$ cat src/rtl/stru_pkg.sv
// Shared constants, register codes and types of the Student t ratio-of-uniforms sampler.
`default_nettype none
package stru_pkg;

  localparam int OUT_FRAC_BITS = 16;

  localparam int Q_DEPTH = 4;
  localparam int Q_AW    = $clog2(Q_DEPTH);

  localparam int DIV_STAGES  = 64;
  localparam int NORM_STAGES = 6;
  localparam int LOG_FRAC    = 32;
  localparam int LOG_LAT     = NORM_STAGES + LOG_FRAC;

  typedef enum logic [2:0] {
    REG_RATIO_SCALE,
    REG_SQUEEZE_COEFF,
    REG_REJECT_BOUND,
    REG_INVERSE_DOF,
    REG_POWER_EXPONENT,
    REG_DOF_AT_LEAST_THREE
  } reg_idx_t;

  // classified request: u plus 2v-1 as sign and magnitude
  typedef struct packed {
    logic [31:0] u;
    logic        neg;
    logic [32:0] wmag;
  } stru_item_t;

  typedef struct packed {
    logic [31:0]        ratio_scale;
    logic [31:0]        squeeze_coeff;
    logic [31:0]        reject_bound;
    logic [31:0]        inverse_dof;
    logic signed [31:0] power_exponent;
    logic               dof_at_least_three;
  } stru_cfg_t;

endpackage
`default_nettype wire

$ cat src/rtl/stru_queue.sv
// Short request queue between the front end and the arithmetic pipeline.
`default_nettype none
module stru_queue import stru_pkg::*; (
  input  wire logic       clk,
  input  wire logic       rst_n,
  input  wire logic       push,
  input  wire stru_item_t push_item,
  input  wire logic       pop,
  output logic            full,
  output logic            empty,
  output stru_item_t      head
);

  stru_item_t       buf_r [Q_DEPTH];
  logic [Q_AW-1:0]  wr_ptr_r;
  logic [Q_AW-1:0]  rd_ptr_r;
  logic [Q_AW:0]    count_r;
  logic [Q_AW:0]    count_nxt;

  always_comb begin
    full  = (count_r == (Q_AW+1)'(Q_DEPTH));
    empty = (count_r == '0);
    head  = buf_r[rd_ptr_r];
    count_nxt = count_r + (Q_AW+1)'(push) - (Q_AW+1)'(pop);
  end

  always_ff @(posedge clk) begin
    if (push) begin
      buf_r[wr_ptr_r] <= push_item;
    end
  end

  always_ff @(posedge clk) begin
    if (!rst_n) begin
      wr_ptr_r <= '0;
      rd_ptr_r <= '0;
      count_r  <= '0;
    end else begin
      if (push) begin
        wr_ptr_r <= wr_ptr_r + 1'b1;
      end
      if (pop) begin
        rd_ptr_r <= rd_ptr_r + 1'b1;
      end
      count_r <= count_nxt;
    end
  end

`ifndef SYNTH
  a_no_overflow: assert property (@(posedge clk) disable iff (!rst_n)
    full |-> !push) else $error("queue written while full");
  a_no_underflow: assert property (@(posedge clk) disable iff (!rst_n)
    empty |-> !pop) else $error("queue read while empty");
  a_count_range: assert property (@(posedge clk) disable iff (!rst_n)
    count_r <= (Q_AW+1)'(Q_DEPTH)) else $error("queue count out of range");
`endif

endmodule
`default_nettype wire

$ cat config.mk
export PLATFORM = sky130hd
export DESIGN_NAME = stru_queue
export DESIGN_NICKNAME = d
export VERILOG_FILES = /design/src/rtl/stru_pkg.sv /design/src/rtl/stru_queue.sv
export SDC_FILE = /design/constraint.sdc
export NUM_CORES = 1
export LEC_CHECK = 0
export BUFFER_PORTS_ARGS = -buffer_cell sky130_fd_sc_hd__buf_2
export CORE_MARGIN = 1.5
export CORE_UTILIZATION = 57
export CTS_CLUSTER_SIZE = 14
export DETAILED_ROUTE_END_ITERATION = 7
export GPL_TIMING_DRIVEN = 0
export PLACE_DENSITY = 0.9
export SLEW_MARGIN = 0
export SYNTH_ARGS = -nofsm -noshare
export SYNTH_HDL_FRONTEND = slang
export SYNTH_SLANG_ARGS = --single-unit
$ cat constraint.sdc
create_clock -name clk -period 3.17 [get_ports clk]
set_input_delay 0.634 -clock clk [delete_from_list [all_inputs] [get_ports clk]]
set_output_delay 0.634 -clock clk [all_outputs]
set_load 0.05 [all_outputs]
Word level (Yosys, flattened, before mapping). Memories as Yosys holds them, arrays and structs flattened. A register that Yosys moved wholly into a read port is not among the register bits. Index checks and enable logic that the tools add are counted.

Register bits after elaboration: 7. RAM bits: 264. Input port bits: 70. Output and inout bits: 68. Memories kept: 1.

Add/subtract/negate cells: 4. Equal/unequal tests: 1. Multiplexer cells: 4. Reduce and logical (&&, ||, !) cells: 1.

Memories: buf_r (depth 4, bits a word 66, rd ports 1, clocked after memory_dff 1, wr ports 1, line stru_queue.sv:14) `stru_item_t buf_r [Q_DEPTH];`.

Operators by type and width (count): $add 2x1->2 const B (2); $mux 2 (2); $add 3x1->3 (1); $eq 3x3->1 const B (1); $logic_not 3->1 (1); $sub 3x1->3 (1); $mux 1 (2).

Longest topological paths before layout.
Word-level depth: 3. Mapped depth: 7.

Worst setup path before layout. No wires, ideal clock.

Path kind: input port to flip-flop. Start: in push. End: mem buf_r[0][0] in the netlist's numbering (enable). Setup time: 431 ps. Arrival time: 2185 ps. Required time: 2739 ps. Path slack: 554 ps. Stages: 1. Buffers on the path: 0. Path through: and2_1.

Word-level cells in the longest chain between the ends: 2.

Ends and longest elaborated chain: from (decl) (line stru_queue.sv:6) `input wire logic push,`; $mux 1 (line stru_queue.sv:28) `if (push) begin`; $mux 1 (not written as such) (line stru_queue.sv:29) `buf_r[wr_ptr_r] <= push_item;`; to (decl) (line stru_queue.sv:14).

No other way between the ends.

==> impl_metrics.csv <==
group,metric,value,unit
run_status,outcome,"finished clean",
logic_synthesis,ys_warn_count,0,
worst_setup_path,r2r-start,"count_r[0]$_SDFF_PN0_",
floorplanning,start_util,0.5799,
cts,cts_tree,"built",
worst_setup_path,r2r_end,"count_r[2]$_SDFF_PN0_",
timing,fmax,0.3669,GHz
layout,multi_input_area,1733,um2
worst_setup_path,required,2540,ps
global_routing,grt_max_degree,58,
cts,ctsHoldBuffers,0,
layout,area_growth,18.67,%
route,first_iter_violations,329,
floorplanning,io_pins,138,
timing,finalMaxSlewViolations,0,
logic_synthesis,synth_top_cell_by_area,"edfxtp_1",
timing,finalCritPeriodShare,0.8599,
layout,drive_above_1_share,0.4503,
logic_synthesis,ys_seq_area_frac,0.8140,
cts,htreeDepth,1,
cts,root_buffer,"clkbuf_16",
floorplanning,die_h,135.2,um
route,highest_layer,"met4",
power_and_ir_drop,comb_power_share,0.145,
logic_synthesis,synth_most_common_cell,"edfxtp_1",
placement,io_buffers,137,
route,routed_wl,17580,um
layout,seq_area,8108,um2
logic_synthesis,synth.distinct_cells,20,
worst_hold_path,hold_path.class,"input port to flop",
route,drc,0,
power_and_ir_drop,leakage,0.004037,uW
placement,dp_hpwl,10970,um
global_routing,grt_pass1_vias,4873,
floorplanning,core,17180,um2
logic_synthesis,ys_top_cells_by_count,"264 x edfxtp_1, 66 x mux4_2, 9 x dfxtp_1",
logic_synthesis,synth_edf_count,264,
power_and_ir_drop,power.internal,6144,uW
logic_synthesis,async_flop_share,0,
job,maxCapViolations,0,
worst_hold_path,whs_path_depth,1,
logic_synthesis,mappedNetlistArea,9961,um2
cts,cts_resized,0,
timing,rsz0062_at_grt,"false",
global_routing,grt_usage,0.1946,
worst_setup_path,worst-path-stages,4,
logic_synthesis,synthTopCellsByArea,"edfxtp_1 80%, mux4_2 15%, dfxtp_1 1.8%, ha_1 0.75%, buf_6 0.57%",
route,drt-pass1-iter-count,5,
global_routing,grt_pass1_wl,26490,um
power_and_ir_drop,power.density,695.9,nW/um2
global_routing,gr-total-overflow,0,
timing,max_slew.worst_pin.slew,598.6,ps
timing,clock_skew,11.39,ps
logic_synthesis,synth_ff_type,"edfxtp_1",
worst_setup_path,rrSetupSlack,1400,ps
logic_synthesis,syn_inst,387,
worst_setup_path,startpoint_type,"flop",
timing,setup_viol,0,
power_and_ir_drop,power.share.clock,0.345,
worst_setup_path,worstSetupPathType,"flop to output port",
cts,numCtsBuffers,27,
power_and_ir_drop,p_sw_frac,0.2530,
global_routing,antenna_found_initial,1,
worst_setup_path,endpoint_kind,"output port",
power_and_ir_drop,p_sw,2081,uW
route,met1_length,7138,um
floorplanning,rows,48,
logic_synthesis,syn_avg_cell_area,25.74,um2
worst_setup_path,slowest_delay,360,ps
worst_setup_path,setup.worst_path.end,"head[48]",
logic_synthesis,synthesis.nets,464,
worst_setup_path,crit_top_cell,"buf_2",
cts,worstSkewPairLatency,510,ps
worst_setup_path,cpMaxStageDelayCell,"dfxtp_1",
logic_synthesis,yosysTopAreaCellShare,0.7959,
power_and_ir_drop,peakVddDrop,549.1,uV
layout,fillers,1073,
route,viasPerCell,5.677,
route,post_drt_wl_per_cell,22.00,um
worst_setup_path,reg2regPathDepth,7,
route,wl_met3,1015,um
worst_setup_path,worst_ep_arrival_time,2090,ps
route,vias,4536,
timing,post-route-min-period,2726,ps
route,wl_met2,9120,um
floorplanning,die-area,18280,um2
cts,cts_max_path_buffers,3,
layout,nets,634,
power_and_ir_drop,p_seq_frac,0.510,
timing,hold_viol,0,
cts,post_cts_buffers,0,
timing,finalSetupTns,0,ps
worst_setup_path,path_cells,"buf_2 > buf_2 > mux4_2 > buf_2",
placement,gp_congestion,0.7510,
worst_setup_path,critPathBufInv,3,
cts,cts.reportedPaths.clkPinSlew,60,ps
worst_setup_path,crit_fanout,10,
cts,cts.sinks,273,
timing,slew_headroom,0.6009,
floorplanning,die_w,135.2,um
route,postRouteAntennaNets,0,
logic_synthesis,ys_ff_latch,273,
layout,post-route-util,0.6882,
worst_setup_path,crit_family,"buffers and inverters",
power_and_ir_drop,p_total,8226,uW
-- final cells by class --
| type | count | area share |
|---|---|---|
| Sequential cell | 273 | 0.6859 |
| Multi-Input combinational cell | 93 | 0.1466 |
| Timing Repair Buffer | 141 | 0.06605 |
| Clock buffer | 36 | 0.06256 |
| Tap cell | 225 | 0.02382 |
| Buffer | 14 | 0.008786 |
| Clock inverter | 9 | 0.003811 |
| Inverter | 7 | 0.002223 |
| Antenna cell | 1 | 0.0002117 |
-- metal layers --
| layer | global-route usage | up-vias |
|---|---|---|
| met4 | 0.05137 | 0 |
| met1 | 0.2550 | 2372 |
| met5 | 0 | - |
| met3 | 0.04190 | 26 |
| li1 | - | 1993 |
| met2 | 0.3359 | 145 |
-- per-stage QoR --
stage               setup WS [ps]  hold slack (ps)  instances  area (um2)
finish                      444.1            333.8        799       11820
global route                289.3            313.0        799       11820
CTS                         348.6            312.5        798       11820
detailed placement          908.8            551.8        753       11030
global placement           -618.5            515.6        749       10930
floorplan                   554.0            499.3        387        9961
-- state kept, by name (all words and copies together), names as in the netlist, named ones only --
register and cells:
buf_r 264, wr_ptr_r 2, count_r 3, rd_ptr_r 2
-- worst min path at each step --
stage                                  start  slack (ps)                  endpoint
finish                         push_item[34]         330    buf_r[1][34]$_DFFE_PP_
floorplan           rd_ptr_r[1]$_SDFFE_PN0P_         500                      flop
detailed placement  wr_ptr_r[1]$_SDFFE_PN0P_         550  wr_ptr_r[1]$_SDFFE_PN0P_
global placement    rd_ptr_r[0]$_SDFFE_PN0P_         520  rd_ptr_r[1]$_SDFFE_PN0P_
global route                   push_item[49]         310    buf_r[2][49]$_DFFE_PP_
CTS                            push_item[34]         310    buf_r[1][34]$_DFFE_PP_
-- layout by cell type (no fill, tap or decap), types with 3 or more instances in the layout --
cell type / instances
clkinv_1: 5
dfxtp_1: 9
nor2_1: 5
ha_1: 6
edfxtp_1: 264
buf_2: 142
clkbuf_8: 3
and2_4: 4
mux4_2: 66
clkbuf_1: 8
clkbuf_16: 27
inv_1: 7
buf_6: 5
-- power by group through the flow --
stage	clock network [uW]	registers, uW	logic [uW]
global route	3010	4210	1260
global placement	0	4270	1150
detailed placement	0	4270	1200
finish	2840	4200	1190
floorplan	0	4260	892
CTS	2880	4200	1210
-- kinds of logic after synthesis --
logic type                 count (synthesis)  share of synthesized area
buffers and inverters                     21                    0.01306
DFF                                      273                     0.8140
adders and majority gates                  7                   0.009546
muxes                                     67                     0.1502
and+or+nand+nor                           14                   0.007538
xor gates and xnor gates                   3                   0.004145
AOI/OAI and AO/OA                          2                   0.001507
Note: power is estimated with default switching activity, not from simulation.
