`src/rtl/stru_pkg.sv`:
```
// Shared constants, register codes and types of the Student t ratio-of-uniforms sampler.
`default_nettype none
package stru_pkg;

  localparam int OUT_FRAC_BITS = 16;

  localparam int Q_DEPTH = 4;
  localparam int Q_AW    = $clog2(Q_DEPTH);

  localparam int DIV_STAGES  = 64;
  localparam int NORM_STAGES = 6;
  localparam int LOG_FRAC    = 32;
  localparam int LOG_LAT     = NORM_STAGES + LOG_FRAC;

  typedef enum logic [2:0] {
    REG_RATIO_SCALE,
    REG_SQUEEZE_COEFF,
    REG_REJECT_BOUND,
    REG_INVERSE_DOF,
    REG_POWER_EXPONENT,
    REG_DOF_AT_LEAST_THREE
  } reg_idx_t;

  // classified request: u plus 2v-1 as sign and magnitude
  typedef struct packed {
    logic [31:0] u;
    logic        neg;
    logic [32:0] wmag;
  } stru_item_t;

  typedef struct packed {
    logic [31:0]        ratio_scale;
    logic [31:0]        squeeze_coeff;
    logic [31:0]        reject_bound;
    logic [31:0]        inverse_dof;
    logic signed [31:0] power_exponent;
    logic               dof_at_least_three;
  } stru_cfg_t;

endpackage
`default_nettype wire

```
`src/rtl/stru_front.sv`:
```
// Front end: takes requests, drops zero u, forms the sign and magnitude of 2v-1.
`default_nettype none
module stru_front import stru_pkg::*; (
  input  wire logic        in_valid,
  output logic             in_stall,
  input  wire logic [31:0] in_u_uniform,
  input  wire logic [31:0] in_v_uniform,
  input  wire logic        q_full,
  output logic             q_push,
  output stru_item_t       q_item
);

  logic        accept;
  logic [32:0] v2;

  always_comb begin
    accept   = in_valid & ~q_full;
    in_stall = q_full;
    // zero u is rejected outright
    q_push   = accept & (in_u_uniform != 32'd0);
    v2       = {in_v_uniform, 1'b0};
    q_item.u   = in_u_uniform;
    q_item.neg = ~in_v_uniform[31];
    if (q_item.neg) begin
      q_item.wmag = 33'h1_0000_0000 - v2;
    end else begin
      q_item.wmag = v2 - 33'h1_0000_0000;
    end
  end

endmodule
`default_nettype wire

```
`config.mk`:
```
export PLATFORM = sky130hd
export DESIGN_NAME = stru_front
export DESIGN_NICKNAME = d
export VERILOG_FILES = /design/src/rtl/stru_pkg.sv /design/src/rtl/stru_front.sv
export SDC_FILE = /design/constraint.sdc
export NUM_CORES = 1
export LEC_CHECK = 0
export ABC_AREA = 1
export ABC_CLOCK_PERIOD_IN_PS = 1500
export BUFFER_PORTS_ARGS = -buffer_cell sky130_fd_sc_hd__buf_2
export CORE_MARGIN = 5
export CORE_UTILIZATION = 39
export DETAILED_ROUTE_END_ITERATION = 12
export PLACE_DENSITY = 0.85
export SYNTH_ARGS = -nofsm -noshare
export SYNTH_HDL_FRONTEND = slang
export SYNTH_SLANG_ARGS = --single-unit
```
`constraint.sdc`:
```
create_clock -name vclk -period 1.5
set_input_delay 0.3 -clock vclk [all_inputs]
set_output_delay 0.3 -clock vclk [all_outputs]
set_load 0.01 [all_outputs]
```
# Word-level counts from Yosys, hierarchy flattened
# Index checks and enable logic that the tools add are counted.
# classes
bitwise	4
shift	0
add_sub_neg	2
multipliers	0
n_mux	1
n_div	0
n_eq_ne	0
n_reduce_logical	1
magnitude_cmp	0
# ops
cell	n
33-bit two-way mux	1
33-bit subtractor, first input constant	1
33-bit subtractor, second input constant	1
32-bit nonzero test	1
1-bit bitwise AND	2
1-bit inverter	2
# totals
rom_bits	0
memories	0
latch_bits	0
ramBits	0
input_bits	66
out_inout_bits	68
regBits	0

# Longest topological paths before layout
# Gate-level depths: netlist of the first run.
# depth
ltp_word	3
depth_mapped	9
depth_no_buf	9

# Worst setup path before layout of the first run
# Ideal clock, no wire load.
# synth_timing
path_kind	input port to output port
from	input in_v_uniform[0]
to	output q_item[11] (netlist name)
slack_ns	0.044
cell_stages	7
t_arrival_ns	1.156
cell_sequence	inv_1 ha_1 nand2_2 nor2_2 nor2_4 nor2_4 xnor2_1
# synth_rtl
element	line	rtl
start: declaration	stru_front.sv:7	input wire logic [31:0] in_v_uniform,
end: declaration	stru_front.sv:10	output stru_item_t q_item

==> metrics.md, run 1 <==
| Metric | Value |
|---|---|
| Status | `finished with violations` |
| Failing checks | `setup timing` |
| Layout cells sized above 1 | `56.8%` |
| Final period util | `119%` |
| Worst Setup End Kind | `primary output` |
| Fin. Hold Viols | `0` |
| Synthesized instance count | `282` |
| Flip-flop and latch area | `0 sq um` |
| CP Class | `in2out` |
| Initial Util | `41.1%` |
| VDD IR max | `0.225 mV` |
| Beginning of the worst hold path | `in_u_uniform[7]` |
| # IOs | `134` |
| GPL Wtd Cong | `0.852` |
| Met2 GRT Util | `44.4%` |
| Number of sequential cells | `0` |
| Clkbuf count | `0` |
| Routed via count | `2360` |
| DRC Markers | `0` |
| Post-Synthesis Cell Area | `1400 sq um` |
| Placement row count | `21` |
| Pwr dens | `307 nW/um^2` |
| Worst hold slack | `0.799 ns` |
| YS warnings | `0` |
| Fmax achieved | `560 MHz` |
| WL per Instance | `15.5 microns` |
| Die W | `70.0 microns` |
| Antenna-violating nets left | `0` |
| Global routing's busiest layer | `met2` |
| DRT iter0 DRCs | `116` |
| Max cap viols | `0` |
| Hold Path End | `q_item[41]` |
| DP HPWL | `4590 microns` |
| Initial antenna violation count | `0` |
| Total gr overflow | `0` |
| CP Cell Sequence | `buf_2, nor2_4, nand2_1, nor2_2, nand2_1, nand2_1, nand2_2, nand2_1, nand2_1, buf_2` |
| Pin count of the biggest net entering global routing | `14` |
| Dominant delay contributor by cell family on the critical path | `simple AND/OR/NAND/NOR gates` |
| Slew Viols, Final | `0` |
| Diode count | `0` |
| Final nets | `483` |
| Fin cells | `460` |
| Grt met3 use | `5.31%` |
| Vias in the first global route | `2092` |
| Total global-route track usage | `22.8%` |
| Max incr delay on CP | `0.17 ns` |
| Commonest non-fill, non-tap cells in the layout | `buf_2, nand2_1, nor2_1` |
| Placeable Area | `3420 sq um` |
| # hold bufs at CTS | `0` |
| RSZ-0062 raised after global routing | `yes` |
| Fin worst setup slack | `-0.286 ns` |
| Pre-Repair DR Iteration Count | `4` |
| M1 GR Usage | `24.1%` |
| Placed insts | `455` |
| Port buffer count | `133` |
| Crit path top cell by count | `nand2_1` |
| Most common cell after layout, fill and taps aside | `buf_2` |
| First-pass GRT wire length | `9440 microns` |
| WP buf/inv | `2` |
| Post-Route WL | `7130 microns` |
| WHS Path Cells | `2` |
| Critical path required time | `1.20 ns` |
| Die H | `70.0 microns` |
| Synth Net Count | `349` |
| Setup Viol. Count Final | `27` |
| WP data arrival | `1.49 ns` |
| Crit path time final | `1.79 ns` |
| Post-synth cell types | `21` |
| Sequential fraction of the synthesis area | `0%` |
| Worst hold-check path type | `in2out` |
| Avg Vias per Cell | `5.13` |
| Leakage power | `0.00134 uW` |
| Area Growth Syn to Fin | `81.1%` |
| Slowest-stage cell, CP | `nor2_4` |
| Die ar. | `4900 sq um` |
| Mean post-synth cell area | `4.98 sq um` |
| Crit-path max FO | `4` |
| Startpoint types | `primary input` |
[what timing repair did]
item                                    4_1_cts  5_1_grt
setup buffers                                 4        1
resized for setup                            75       42
pin swaps                                    40       26
endpoints found under the setup margin       27       27
[area by class of cell]
class                           count  area, sq um
Tap cell                           46         57.6
Fill cell                         260          873
Inverter                           21         88.8
Timing Repair Buffer              170         1080
Multi-Input combinational cell    223         1320
[synthesized netlist by cell type (all sizes together)]
master,instances,area (sq um)
xor2,7,61.3
conb,1,3.75
nand4,5,31.3
buf,38,278
nand3b,1,7.51
o21ai,12,67.6
xnor2,8,70.1
inv,21,78.8
nand3,15,75.1
nor3,2,10.0
a21oi,1,5.00
nand2,95,367
nor2,75,337
ha,1,12.5
[where the power goes]
group          leakage [uW]  switching, uW  internal, uW
sequential                0              0             0
clock                     0              0             0
combinational       0.00134            425           355
[stage by stage]
step | instance area [sq um] | setup TNS (ns) | utilization, % | setup WS (ns) | total power (uW)
3_3_place_gp | 2100 | -3.46 | 61.5 | -0.228 | 617
3_5_place_dp | 2100 | -3.91 | 61.5 | -0.258 | 624
6_report | 2540 | -3.57 | 74.4 | -0.286 | 780
4_1_cts | 2390 | -1.54 | 70.0 | -0.111 | 705
2_1_floorplan | 1400 | 0 | - | 0.0437 | 345
5_1_grt | 2540 | -4.92 | 74.4 | -0.305 | 833
[worst max-delay path by stage]
stage / start / to / slack (ns) / cells after the start
after detailed placement: in_v_uniform[0] / q_item[19] / -0.26 / 11
after global placement: in_v_uniform[0] / q_item[19] / -0.23 / 11
after floorplan: in_v_uniform[0] / q_item[11] / 0.04 / 7
after global routing: in_v_uniform[22] / q_item[28] / -0.31 / 10
after CTS: in_v_uniform[3] / q_item[26] / -0.11 / 10
final: in_v_uniform[22] / q_item[28] / -0.29 / 10
[kinds of logic (layout without fill, tap and decap cells)]
group / after synthesis / in the layout / synth area share, %
AND/OR/NAND/NOR: 193 / 193 / 58.9
buffers and inverters: 59 / 191 / 25.4
XOR/XNOR: 15 / 15 / 9.36
AO/OA/AOI/OAI: 13 / 13 / 5.17
adder cells (fa/ha/maj): 1 / 1 / 0.891
other: 1 / 1 / 0.267
[metal layers]
layer / wire length, microns / vias to the layer above
met5: 0 / -
met3: 894 / 48
met1: 2230 / 1011
met2: 3590 / 201
li1: - / 1100
met4: 407 / 0
Power figures use the tool's default switching activity.
==> inputs of run 2 (changes only) <==
CORE_ASPECT_RATIO = 1.5   (was unset)
==> run 2 against run 1 <==
Compared with the run above:
- the run still ends with setup timing left
- design area is 13% higher
- setup slack worse by 0.086 ns
- sequential share of layout area stayed put
- non-clock buffer count grew 10
- fmax decreased by 4.6%
- worst hold slack worse by 0.00056 ns
- routed wire length grew 35%
- via count up 12%
- die area is 0.51% higher
- critical path depth did not move
- global-route usage rose by 3.8 points
- combinational power up 16%
- highest routed layer unchanged
==> metrics.md, run 2 (synthesis results as in run 1) <==
| Metric | Value |
|---|---|
| Dominant delay contributor by cell family on the critical path | `simple AND/OR/NAND/NOR gates` |
| Layout cells sized above 1 | `65.6%` |
| Vias in the first global route | `2382` |
| Initial antenna violation count | `0` |
| Final period util | `125%` |
| Tot Pwr | `907 uW` |
| Placed inst area | `2100 sq um` |
| Worst hold-check path type | `in2out` |
| CP Launch Point | `in_v_uniform[27]` |
| Crit-path max FO | `4` |
| Total gr overflow | `0` |
| GPL Wtd Cong | `0.927` |
| Startpoint types | `primary input` |
| Final nets | `493` |
| First-pass GRT wire length | `10600 microns` |
| Initial Util | `40.7%` |
| Fin. Hold Viols | `0` |
| Placeable Area | `3450 sq um` |
| Pin count of the biggest net entering global routing | `13` |
| Die ar. | `4920 sq um` |
| WL per Instance | `20.7 microns` |
| Flip-flop and latch area | `0 sq um` |
| Crit path time final | `1.87 ns` |
| Slew Viols, Final | `0` |
| Max cap viols | `0` |
| Area Growth Syn to Fin | `105%` |
| Placement row count | `26` |
| Routed via count | `2638` |
| Slowest-stage cell, CP | `nor2_1` |
| Fin cells | `466` |
| Diode count | `0` |
| Die H | `83.5 microns` |
| Fmax achieved | `534 MHz` |
| Fin worst setup slack | `-0.372 ns` |
| Most common cell after layout, fill and taps aside | `buf_2` |
| Critical path required time | `1.20 ns` |
| Worst hold slack | `0.798 ns` |
| RSZ-0062 raised after global routing | `yes` |
| Post-Route WL | `9650 microns` |
| Critical path depth | `10` |
| WP data arrival | `1.57 ns` |
| Fillers | `205` |
| Worst Setup End Kind | `primary output` |
| CP Cell Sequence | `buf_2, nor2_1, nand2_1, nor2_1, nand2_1, nand2_1, nand2_1, nand2_1, nand2_1, buf_2` |
| Die W | `59.0 microns` |
| Status | `finished with violations` |
| Leakage power | `0.00149 uW` |
| VDD IR max | `0.288 mV` |
| Pre-Repair DR Iteration Count | `5` |
| Max incr delay on CP | `0.23 ns` |
| Number of sequential cells | `0` |
| CP Class | `in2out` |
| DRT iter0 DRCs | `150` |
| DRC Markers | `0` |
| Avg Vias per Cell | `5.66` |
| Clkbuf count | `0` |
| Placed insts | `451` |
| DP HPWL | `4910 microns` |
| CP endpoint | `q_item[30]` |
| Total global-route track usage | `26.5%` |
| Antenna-violating nets left | `0` |
| # IOs | `134` |
| Setup Viol. Count Final | `28` |
| Failing checks | `setup timing` |
| WP buf/inv | `2` |
| Pwr dens | `315 nW/um^2` |
| Post-layout instance area | `2880 sq um` |
| Port buffer count | `133` |
| Crit path top cell by count | `nand2_1` |
| Commonest non-fill, non-tap cells in the layout | `buf_2, nand2_1, buf_4` |
| Pre-CTS setup slack | `-0.252 ns` |
==> run 2: how the worst min path moves through the flow <==
stage	startpoint	endpoint	slack [ns]	cells past startpoint
floorplan	in_v_uniform[13]	q_item[14]	0.68	1
global placement	q_full	in_stall	0.80	2
detailed placement	in_u_uniform[13]	q_item[47]	0.80	2
CTS	in_u_uniform[13]	q_item[47]	0.80	2
global route	in_u_uniform[16]	q_item[50]	0.81	2
finish	in_u_uniform[13]	q_item[47]	0.80	2
==> run 2: power breakdown <==
| part | total, uW | internal [uW] | switching [uW] |
|---|---|---|---|
| sequential | 0 | 0 | 0 |
| clock | 0 | 0 | 0 |
| combinational | 907 | 402 | 506 |
| total | 907 | 402 | 506 |
==> run 2: area by class of cell <==
type / count / area (sq um) / share of cell area (%)
Timing Repair Buffer: 180 / 1200 / 41.6
Inverter: 21 / 96.3 / 3.34
Multi-Input combinational cell: 223 / 1530 / 53.2
Tap cell: 42 / 52.6 / 1.82
==> run 2: routing by layer <==
metal / global-route usage (%) / routed length, microns / part of all wire, % / vias to the layer above
met4: 11.5 / 1010 / 10 / 0
met5: 0 / 0 / 0 / -
li1: - / - / - / 1117
met1: 23.8 / 2630 / 27 / 1170
met3: 4.80 / 1290 / 13 / 84
met2: 53.2 / 4710 / 49 / 267
==> run 2: metrics by stage <==
step / utilization, % / setup TNS, ns
6_report: 83.6 / -5.37
3_3_place_gp: 60.8 / -3.51
2_1_floorplan: - / 0
5_1_grt: 83.6 / -6.27
4_1_cts: 72.0 / -1.49
3_5_place_dp: 60.8 / -4.25
==> run 2: repair_timing <==
action	in CTS	in global routing
hold buffers	0	0
endpoints found under the hold margin	0	0
pin swaps	51	58
setup endpoints to repair	27	30
buffers inserted	6	9
gates resized for setup	99	90
